===== config.mk =====
export PLATFORM = sky130hd
export DESIGN_NAME = pds_ctrl
export DESIGN_NICKNAME = d
export VERILOG_FILES = /design/src/hdl/pds_pkg.sv /design/src/hdl/pds_ctrl.sv
export SDC_FILE = /design/constraint.sdc
export NUM_CORES = 1
export LEC_CHECK = 0
export BUFFER_PORTS_ARGS = -buffer_cell sky130_fd_sc_hd__buf_2
export CORE_MARGIN = 2
export CORE_UTILIZATION = 54
export CTS_BUF_LIST = sky130_fd_sc_hd__clkbuf_4 sky130_fd_sc_hd__clkbuf_8
export CTS_CLUSTER_SIZE = 20
export DETAILED_ROUTE_END_ITERATION = 8
export PLACE_DENSITY = 0.84
export REMOVE_ABC_BUFFERS = 1
export SETUP_SLACK_MARGIN = 0.05
export SLEW_MARGIN = 30
export SYNTH_ARGS = -nofsm -noshare
export SYNTH_HDL_FRONTEND = slang
export SYNTH_SLANG_ARGS = --single-unit

===== constraint.sdc =====
create_clock -name clk -period 2.39 [get_ports clk]
set_input_delay 0.239 -clock clk [delete_from_list [all_inputs] [get_ports clk]]
set_output_delay 0.239 -clock clk [all_outputs]
set_load 0.03 [all_outputs]

===== src/hdl/pds_pkg.sv =====
`timescale 1ns / 1ps
`default_nettype none
// ----------------------------------------------------------------------------
// pds_pkg
// Shared types and constants for the pairwise distance statistics block.
// ----------------------------------------------------------------------------
package pds_pkg;

  // Field widths of the channels
  localparam int IN_COORD_W = 24;
  localparam int DIST_W     = 25;
  localparam int STATUS_W   = 2;

  // Sizing
  localparam int MAX_POINTS = 1024;
  localparam int COORD_BITS = 24;
  localparam int ADDR_W     = $clog2(MAX_POINTS);
  localparam int CNT_W      = $clog2(MAX_POINTS + 1);
  localparam int POINT_W    = 3 * COORD_BITS;

  // Distance datapath
  localparam int SQ_W       = 2 * COORD_BITS;
  localparam int SUMSQ_W    = SQ_W + 2;
  localparam int ROOT_W     = SUMSQ_W / 2;
  localparam int SQRT_ITER  = ROOT_W;

  // Accumulators and divider
  localparam int PAIR_SUM_W = DIST_W + 2 * CNT_W - 1;
  localparam int EDGE_SUM_W = DIST_W + CNT_W;
  localparam int DVS_W      = 2 * CNT_W - 1;
  localparam int DIV_ITER   = PAIR_SUM_W;
  localparam int ITER_W     = $clog2(DIV_ITER + 1);

  localparam logic [DIST_W-1:0] DIST_MAX = {DIST_W{1'b1}};

  // Status codes
  localparam logic [STATUS_W-1:0] STATUS_OK   = 2'd0;
  localparam logic [STATUS_W-1:0] STATUS_FEW  = 2'd1;
  localparam logic [STATUS_W-1:0] STATUS_OVER = 2'd2;

  typedef enum logic [3:0] {
    S_LOAD,
    S_START,
    S_RDI,
    S_LATI,
    S_RDJ,
    S_DIFF,
    S_SQ,
    S_SUM,
    S_SQRT,
    S_ACC,
    S_DIVM,
    S_DIVE_LD,
    S_DIVE,
    S_FIN,
    S_OUT
  } pds_state_t;

  // Commands from controller to datapath
  typedef struct packed {
    logic              store;
    logic              clear;
    logic              init;
    logic              few;
    logic              rd_en;
    logic [ADDR_W-1:0] rd_addr;
    logic              lat_i;
    logic              diff;
    logic              sq;
    logic              sum_ld;
    logic              sqrt_step;
    logic              acc;
    logic              acc_last_j;
    logic              div_ld_mean;
    logic              div_ld_edge;
    logic              div_step;
    logic              wr_mean;
    logic              wr_edge;
  } pds_cmd_t;

  // Status from datapath to controller
  typedef struct packed {
    logic [CNT_W-1:0] count;
  } pds_stat_t;

endpackage : pds_pkg
`default_nettype wire


===== src/hdl/pds_ctrl.sv =====
`timescale 1ns / 1ps
`default_nettype none
// ----------------------------------------------------------------------------
// pds_ctrl
// Sequencer: load phase, pair loop, square-root and divide iterations.
// ----------------------------------------------------------------------------
module pds_ctrl
  import pds_pkg::*;
(
  input  wire logic      clk,
  input  wire logic      rst_n,
  input  wire logic      in_valid,
  input  wire logic      in_last,
  output logic           in_ready,
  output logic           out_valid,
  input  wire logic      out_ready,
  input  wire pds_stat_t stat,
  output pds_cmd_t       cmd
);

  pds_state_t        state_r, state_nxt;
  logic [ADDR_W-1:0] i_r, i_nxt;
  logic [ADDR_W-1:0] j_r, j_nxt;
  logic [ITER_W-1:0] iter_r, iter_nxt;
  logic              last_j;
  logic              last_i;

  // loop end tests against the stored count
  assign last_j = ({1'b0, j_r} + CNT_W'(1)) == stat.count;
  assign last_i = ({1'b0, i_r} + CNT_W'(2)) == stat.count;

  // next state
  always_comb begin
    state_nxt = state_r;
    unique case (state_r)
      S_LOAD:    if (in_valid && in_last) state_nxt = S_START;
      S_START:   state_nxt = (stat.count < CNT_W'(2)) ? S_OUT : S_RDI;
      S_RDI:     state_nxt = S_LATI;
      S_LATI:    state_nxt = S_RDJ;
      S_RDJ:     state_nxt = S_DIFF;
      S_DIFF:    state_nxt = S_SQ;
      S_SQ:      state_nxt = S_SUM;
      S_SUM:     state_nxt = S_SQRT;
      S_SQRT:    if (iter_r == ITER_W'(SQRT_ITER - 1)) state_nxt = S_ACC;
      S_ACC: begin
        if (!last_j)     state_nxt = S_RDJ;
        else if (last_i) state_nxt = S_DIVM;
        else             state_nxt = S_RDI;
      end
      S_DIVM:    if (iter_r == ITER_W'(DIV_ITER)) state_nxt = S_DIVE_LD;
      S_DIVE_LD: state_nxt = S_DIVE;
      S_DIVE:    if (iter_r == ITER_W'(DIV_ITER - 1)) state_nxt = S_FIN;
      S_FIN:     state_nxt = S_OUT;
      S_OUT:     if (out_ready) state_nxt = S_LOAD;
      default:   state_nxt = S_LOAD;
    endcase
  end

  // outputs and loop counters
  always_comb begin
    cmd       = '0;
    in_ready  = 1'b0;
    out_valid = 1'b0;
    i_nxt     = i_r;
    j_nxt     = j_r;
    iter_nxt  = iter_r;
    cmd.rd_addr = i_r;
    unique case (state_r)
      S_LOAD: begin
        in_ready  = 1'b1;
        cmd.store = in_valid;
      end
      S_START: begin
        cmd.init = 1'b1;
        cmd.few  = stat.count < CNT_W'(2);
        i_nxt    = '0;
      end
      S_RDI: begin
        cmd.rd_en   = 1'b1;
        cmd.rd_addr = i_r;
      end
      S_LATI: begin
        cmd.lat_i = 1'b1;
        j_nxt     = i_r + ADDR_W'(1);
      end
      S_RDJ: begin
        cmd.rd_en   = 1'b1;
        cmd.rd_addr = j_r;
      end
      S_DIFF: cmd.diff = 1'b1;
      S_SQ:   cmd.sq   = 1'b1;
      S_SUM: begin
        cmd.sum_ld = 1'b1;
        iter_nxt   = '0;
      end
      S_SQRT: begin
        cmd.sqrt_step = 1'b1;
        iter_nxt      = iter_r + ITER_W'(1);
      end
      S_ACC: begin
        cmd.acc        = 1'b1;
        cmd.acc_last_j = last_j;
        j_nxt          = j_r + ADDR_W'(1);
        if (last_j) i_nxt = i_r + ADDR_W'(1);
        iter_nxt       = '0;
      end
      S_DIVM: begin
        // load on entry (iter_r zero), then DIV_ITER divide steps
        if (iter_r == '0) cmd.div_ld_mean = 1'b1;
        else              cmd.div_step    = 1'b1;
        iter_nxt = iter_r + ITER_W'(1);
      end
      S_DIVE_LD: begin
        cmd.wr_mean     = 1'b1;
        cmd.div_ld_edge = 1'b1;
        iter_nxt        = '0;
      end
      S_DIVE: begin
        cmd.div_step = 1'b1;
        iter_nxt     = iter_r + ITER_W'(1);
      end
      S_FIN: cmd.wr_edge = 1'b1;
      S_OUT: begin
        out_valid = 1'b1;
        cmd.clear = out_ready;
      end
      default: ;
    endcase
  end

  always_ff @(posedge clk) begin
    if (!rst_n) begin
      state_r <= S_LOAD;
      i_r     <= '0;
      j_r     <= '0;
      iter_r  <= '0;
    end else begin
      state_r <= state_nxt;
      i_r     <= i_nxt;
      j_r     <= j_nxt;
      iter_r  <= iter_nxt;
    end
  end

endmodule : pds_ctrl
`default_nettype wire


Word level (Yosys, flattened, before mapping):

Index checks and enable logic that the tools add are counted.

* bits in registers: 30
* input bits: 16
* logic and storage cells: 76

* add/subtract/negate cells: 5
* magnitude comparators: 1
* equality and inequality tests: 25
* muxes and demuxes: 31
* reduce and logical (&&, ||, !) cells: 10

Operators by type and width (number)
* one-hot mux 4 bit (15 select lines): 1
* one-hot mux 10 bit (2 select lines): 2
* 2-to-1 mux 4 bit: 8
* equality test 4 bit (second input constant): 7
* equality test 11 bit: 2
* one-hot mux 11 bit (2 select lines): 1
* adder 10 x 1 -> 10 bit (second input constant): 2
* equality test 4 x 3 -> 1 bit (second input constant): 4
* 2-to-1 mux 1 bit: 14
* equality test 6 bit (second input constant): 2
* != test 2 bit (second input constant): 6
* one-hot mux 6 bit (2 select lines): 1
* adder 10 x 1 -> 11 bit (second input constant): 1
* adder 10 x 2 -> 11 bit (second input constant): 1
* less-than comparator 11 x 2 -> 1 bit (second input constant): 1
* 2-to-1 mux 10 bit: 1
* equality test 4 x 2 -> 1 bit (second input constant): 2
* adder 6 x 1 -> 6 bit (second input constant): 1
* equality test 6 x 5 -> 1 bit (second input constant): 1
* zero test 6 bit: 1
* nonzero test 2 bit: 3
* OR reduction 3 bit: 2
* AND reduction 5 bit: 1
* equality test 4 x 1 -> 1 bit (second input constant): 1
* other kinds (5): 6

Logic depth before layout (Yosys ltp):

* depth after elaboration: 5
* gate-level depth with buffers: 9
* depth with buffers taken out: 9

Least setup slack after synthesis:

OpenSTA, ideal clock, no wires.

* path type: reg-to-reg
* from: register j_r[0]
* to: register i_r[9]
* arrival: 2313 ps
* setup slack: 2 ps
* cell stages (with the launch flop): 9
* buffers on the path: 0
* clock period less this slack: 2388 ps
* path through: dfxtp_1 > ha_1 > and3_1 > nand3_1 > o221a_2 > nor4_2 > nand4_2 > or4_1 > a31oi_1

* cells in the longest elaborated chain, start to end: 4

Ends and longest elaborated chain
* start: declaration: line pds_ctrl.sv:23 `logic [ADDR_W-1:0] j_r, j_nxt;`
* start signal: assignment: line pds_ctrl.sv:140 `j_r <= j_nxt;`
* adder 10 x 1 -> 11 bit: line pds_ctrl.sv:29 `assign last_j = ({1'b0, j_r} + CNT_W'(1)) == stat.count;`
* equality test 11 bit: line pds_ctrl.sv:29
* != test 2 bit (no line)
* AND reduction 2 bit (no line)
* end signal: assignment: line pds_ctrl.sv:139 `i_r <= i_nxt;`
* end: declaration: line pds_ctrl.sv:22 `logic [ADDR_W-1:0] i_r, i_nxt;`

Every way passes these cells.
A chain may end at the register's enable or synchronous reset.

Worst setup path in the final report:

* from: register j_r[1]
* to: register i_r[9]

Same word-level chain as after synthesis.

==> flow_metrics.tcl <==
set metrics [dict create \
    run_status "finished with violations" \
    violated_checks "setup timing" \
    post_synth_xor_xnor_area_pct 10.4 \
    timing.setup.critical_path_class "reg2reg" \
    netlist_instances 403 \
    final_number_of_setup_violating_endpoints 12 \
    vias 3533 \
    layout.core_utilization_pct 74.7 \
    placementRows 26 \
    final_net_count 508 \
    initial_antenna_violation_count 0 \
    boundaryPins 45 \
    die-width_um 76.7 \
    clock_sinks 30 \
    synthMuxAreaShare_pct 4.60 \
    synth_compound_area_share_pct 21.6 \
    htree_levels 2 \
    cts_tree "done" \
    critical_path_depth 9 \
    worst-path-max-fanout 3 \
    detail_route.first_pass.iterations 6 \
    number_of_different_library_cells_in_the_post_synthesis_netlist 59 \
    irDropWorstVdd_mv 0.338 \
    cts_max_path_buffers 2 \
    yosys.area_share.simple_pct 32.5 \
    slowest_stage "sky130_fd_sc_hd__or4_4" \
    initial_core_util_pct 55.9 \
    critical_path_buf_inv_count 1 \
    drc 0 \
    total_of_hold_buffers_inserted_after_clock_tree_synthesis 0 \
    die-area_um2 5890 \
    rsz0062_at_grt "yes" \
    port_buffers 44 \
    via_per_inst 6.35 \
    worstSkewPairLatency_ns 0.30 \
    timing.critical_path.arrival_ns 2.81 \
    setup-tns-final_ns -0.956 \
    critical-path-max-stage-delay_ns 0.46 \
    fillerInstances 381 \
    finalWorstSetupSlack_ns -0.199 \
    grt.total_usage_pct 32.6 \
    synth_largest_type_area_fraction_pct 21.0 \
    worst-endpoint-required_ns 2.61 \
    yosys.area_share.adder_pct 3.07 \
    path_clk_slew_ns 0.07 \
    timing.hold.worst.class "in2reg" \
    synth_ff_type "sky130_fd_sc_hd__dfxtp_1" \
    timing_worst_slew_pin_value_ns 0.646 \
    number_of_buffers_inserted_during_clock_tree_synthesis 5 \
    detailed_place_hpwl_um 6890 \
    timing.final.hold_violations 0 \
    post-route-min-period_ns 2.59 \
    cp_cell_sequence "ha_4 -> xnor2_2 -> o211ai_1 -> or3_4 -> nor4_4 -> nand4_4 -> buf_6 -> or4_4 -> a31oi_1" \
    cp-start-kind "flop" \
    clock_tree.root_cell "sky130_fd_sc_hd__clkbuf_8" \
    ys_warn_count 0 \
    synth-edff-count 0 \
    avgSynthCellArea_um2 7.08 \
    num_antenna_cells 0 \
    yosys_register_bits 30 \
    finalClockSkew_ns 0.0117 \
    share_of_cells_above_drive_strength_1_pct 33.3 \
    drt-wirelength-per-cell_um 18.3 \
    netlist.top_cell.by_area "sky130_fd_sc_hd__dfxtp_1" \
    die_h_um 76.7 \
    timing.max_cap.violations 0 \
    grt_pass1_wl_um 15500 \
    worst_setup_slack_post_dpl_ns -0.148 \
    reg2regPathDepth 9 \
    wl_um 10200 \
    setup.worst_path.end_class "flop" \
    final_max_slew_viol_count 0 \
    grt_start_max_net_pins 20 \
    async_flop_share_pct 0 \
    grt_pass1_vias 3270 \
    ys_seq_area_share_pct 21.0 \
    max-slew-margin-rel_pct 56.5 \
    drtIter0Drc 420 \
    power.density_cell_area_nw_per_um2 431 \
    gpl.final_weighted_congestion 0.947 \
    worst_hold_slack_ns 0.285 \
    area.growth.synth_to_final_pct 33.6 \
    syn-cell-area_um2 2860 \
    fmax_mhz 386 \
    p_leak_nw 1.53 \
    post_layout_nonfiller_instances 556 \
    most-common-layout-cells "sky130_fd_sc_hd__buf_4, sky130_fd_sc_hd__buf_2, sky130_fd_sc_hd__nor2_1" \
    global_route.overflow_total 0 \
    worst_path_dominant_cell_family "simple AND/OR/NAND/NOR gates" \
    mostFrequentLayoutCell "sky130_fd_sc_hd__buf_4" \
    combinational_family_with_the_most_area_after_synthesis "simple AND/OR/NAND/NOR gates" \
    design.core.area_um2 5110 \
    dp_cells 531 \
    holdPathStages 2 \
    synthTopCellsByArea "sky130_fd_sc_hd__dfxtp_1, sky130_fd_sc_hd__xnor2_1, sky130_fd_sc_hd__a21oi_1" \
    fin_crit_sh_pct 108 \
    detail-route-antenna-nets 0 \
]
-- metal layers --
layer  global-route usage (%)  vias to the layer above  part of all wire (%)
met2                     56.0                      223                    48
met4                     17.5                        0                   5.0
met1                     37.7                     1623                    37
met5                        0                        -                     0
met3                     7.06                       67                   9.2
li1                         -                     1620                     -
-- area by class of cell --
cell class	count	area (um2)	share of cell area, %
clock buffers	7	90.1	2.36
clock inverters	1	5.00	0.131
inverters	11	47.5	1.25
well taps	70	87.6	2.30
multi-input cells	327	2200	57.6
flip-flops and latches	30	622	16.3
repair buffers	110	766	20.1
-- worst paths after layout --
check / slack [ns] / to / start
setup / recovery: -0.20 / i_r[9]$_SDFFE_PN0P_ / j_r[1]$_SDFFE_PN0P_
hold / removal: 0.28 / i_r[8]$_SDFFE_PN0P_ / rst_n
setup reg to reg: -0.20 / i_r[9]$_SDFFE_PN0P_ / j_r[1]$_SDFFE_PN0P_
hold reg to reg: 0.51 / iter_r[5]$_SDFFE_PN0P_ / iter_r[5]$_SDFFE_PN0P_
-- cell families (layout without fill, tap and decap cells) --
| kind of cell | Yosys count | after routing |
|---|---|---|
| mux | 12 | 12 |
| compound gates | 97 | 97 |
| fa+ha+maj | 7 | 7 |
| buf+inv | 46 | 129 |
| simple gates | 178 | 178 |
| flops | 30 | 30 |
| xor+xnor | 33 | 33 |
-- flip-flops by register name, summed over array words and instances, names as in the netlist --
name     count
iter_r       6
state_r      4
i_r         10
j_r         10
-- Yosys cell counts, types with 4 or more instances --
cell and count:
sky130_fd_sc_hd__nand4_1 7, sky130_fd_sc_hd__mux2_2 9, sky130_fd_sc_hd__ha_1 7, sky130_fd_sc_hd__nor2_1 40, sky130_fd_sc_hd__xor2_1 9, sky130_fd_sc_hd__nor3_1 16, sky130_fd_sc_hd__nand3_1 27, sky130_fd_sc_hd__a31oi_1 7
sky130_fd_sc_hd__buf_2 6, sky130_fd_sc_hd__buf_4 4, sky130_fd_sc_hd__a22oi_1 4, sky130_fd_sc_hd__a211oi_1 5, sky130_fd_sc_hd__or3_1 8, sky130_fd_sc_hd__a21o_1 5, sky130_fd_sc_hd__a21oi_1 31, sky130_fd_sc_hd__inv_1 10
sky130_fd_sc_hd__nor4_1 8, sky130_fd_sc_hd__and2_1 4, sky130_fd_sc_hd__clkbuf_1 23, sky130_fd_sc_hd__nand2b_1 10, sky130_fd_sc_hd__nand2_1 32, sky130_fd_sc_hd__dfxtp_1 30, sky130_fd_sc_hd__and3_1 4, sky130_fd_sc_hd__xnor2_1 23
sky130_fd_sc_hd__o21ai_0 19
-- what timing repair did --
| action | 4_1_cts | 5_1_grt |
|---|---|---|
| gates resized for setup | 23 | 35 |
| pin swaps | 18 | 20 |
| cloned | 0 | 0 |
| endpoints found under the setup margin | 14 | 17 |
| buffers inserted | 11 | 6 |
-- power by group --
group / internal (mW) / total, mW / switching (mW)
registers: 0.517 / 0.546 / 0.0294
clock network: 0.244 / 0.455 / 0.211
logic: 0.235 / 0.644 / 0.409
total: 0.995 / 1.64 / 0.649
-- metrics by stage --
| stage | cell area [um2] | power [mW] |
|---|---|---|
| 2_1_floorplan | 2700 | 0.936 |
| 3_3_place_gp | 3380 | 1.13 |
| 3_5_place_dp | 3380 | 1.14 |
| 4_1_cts | 3640 | 1.62 |
| 5_1_grt | 3810 | 1.71 |
| 6_report | 3810 | 1.64 |
Note: power is estimated with default switching activity, not from simulation.
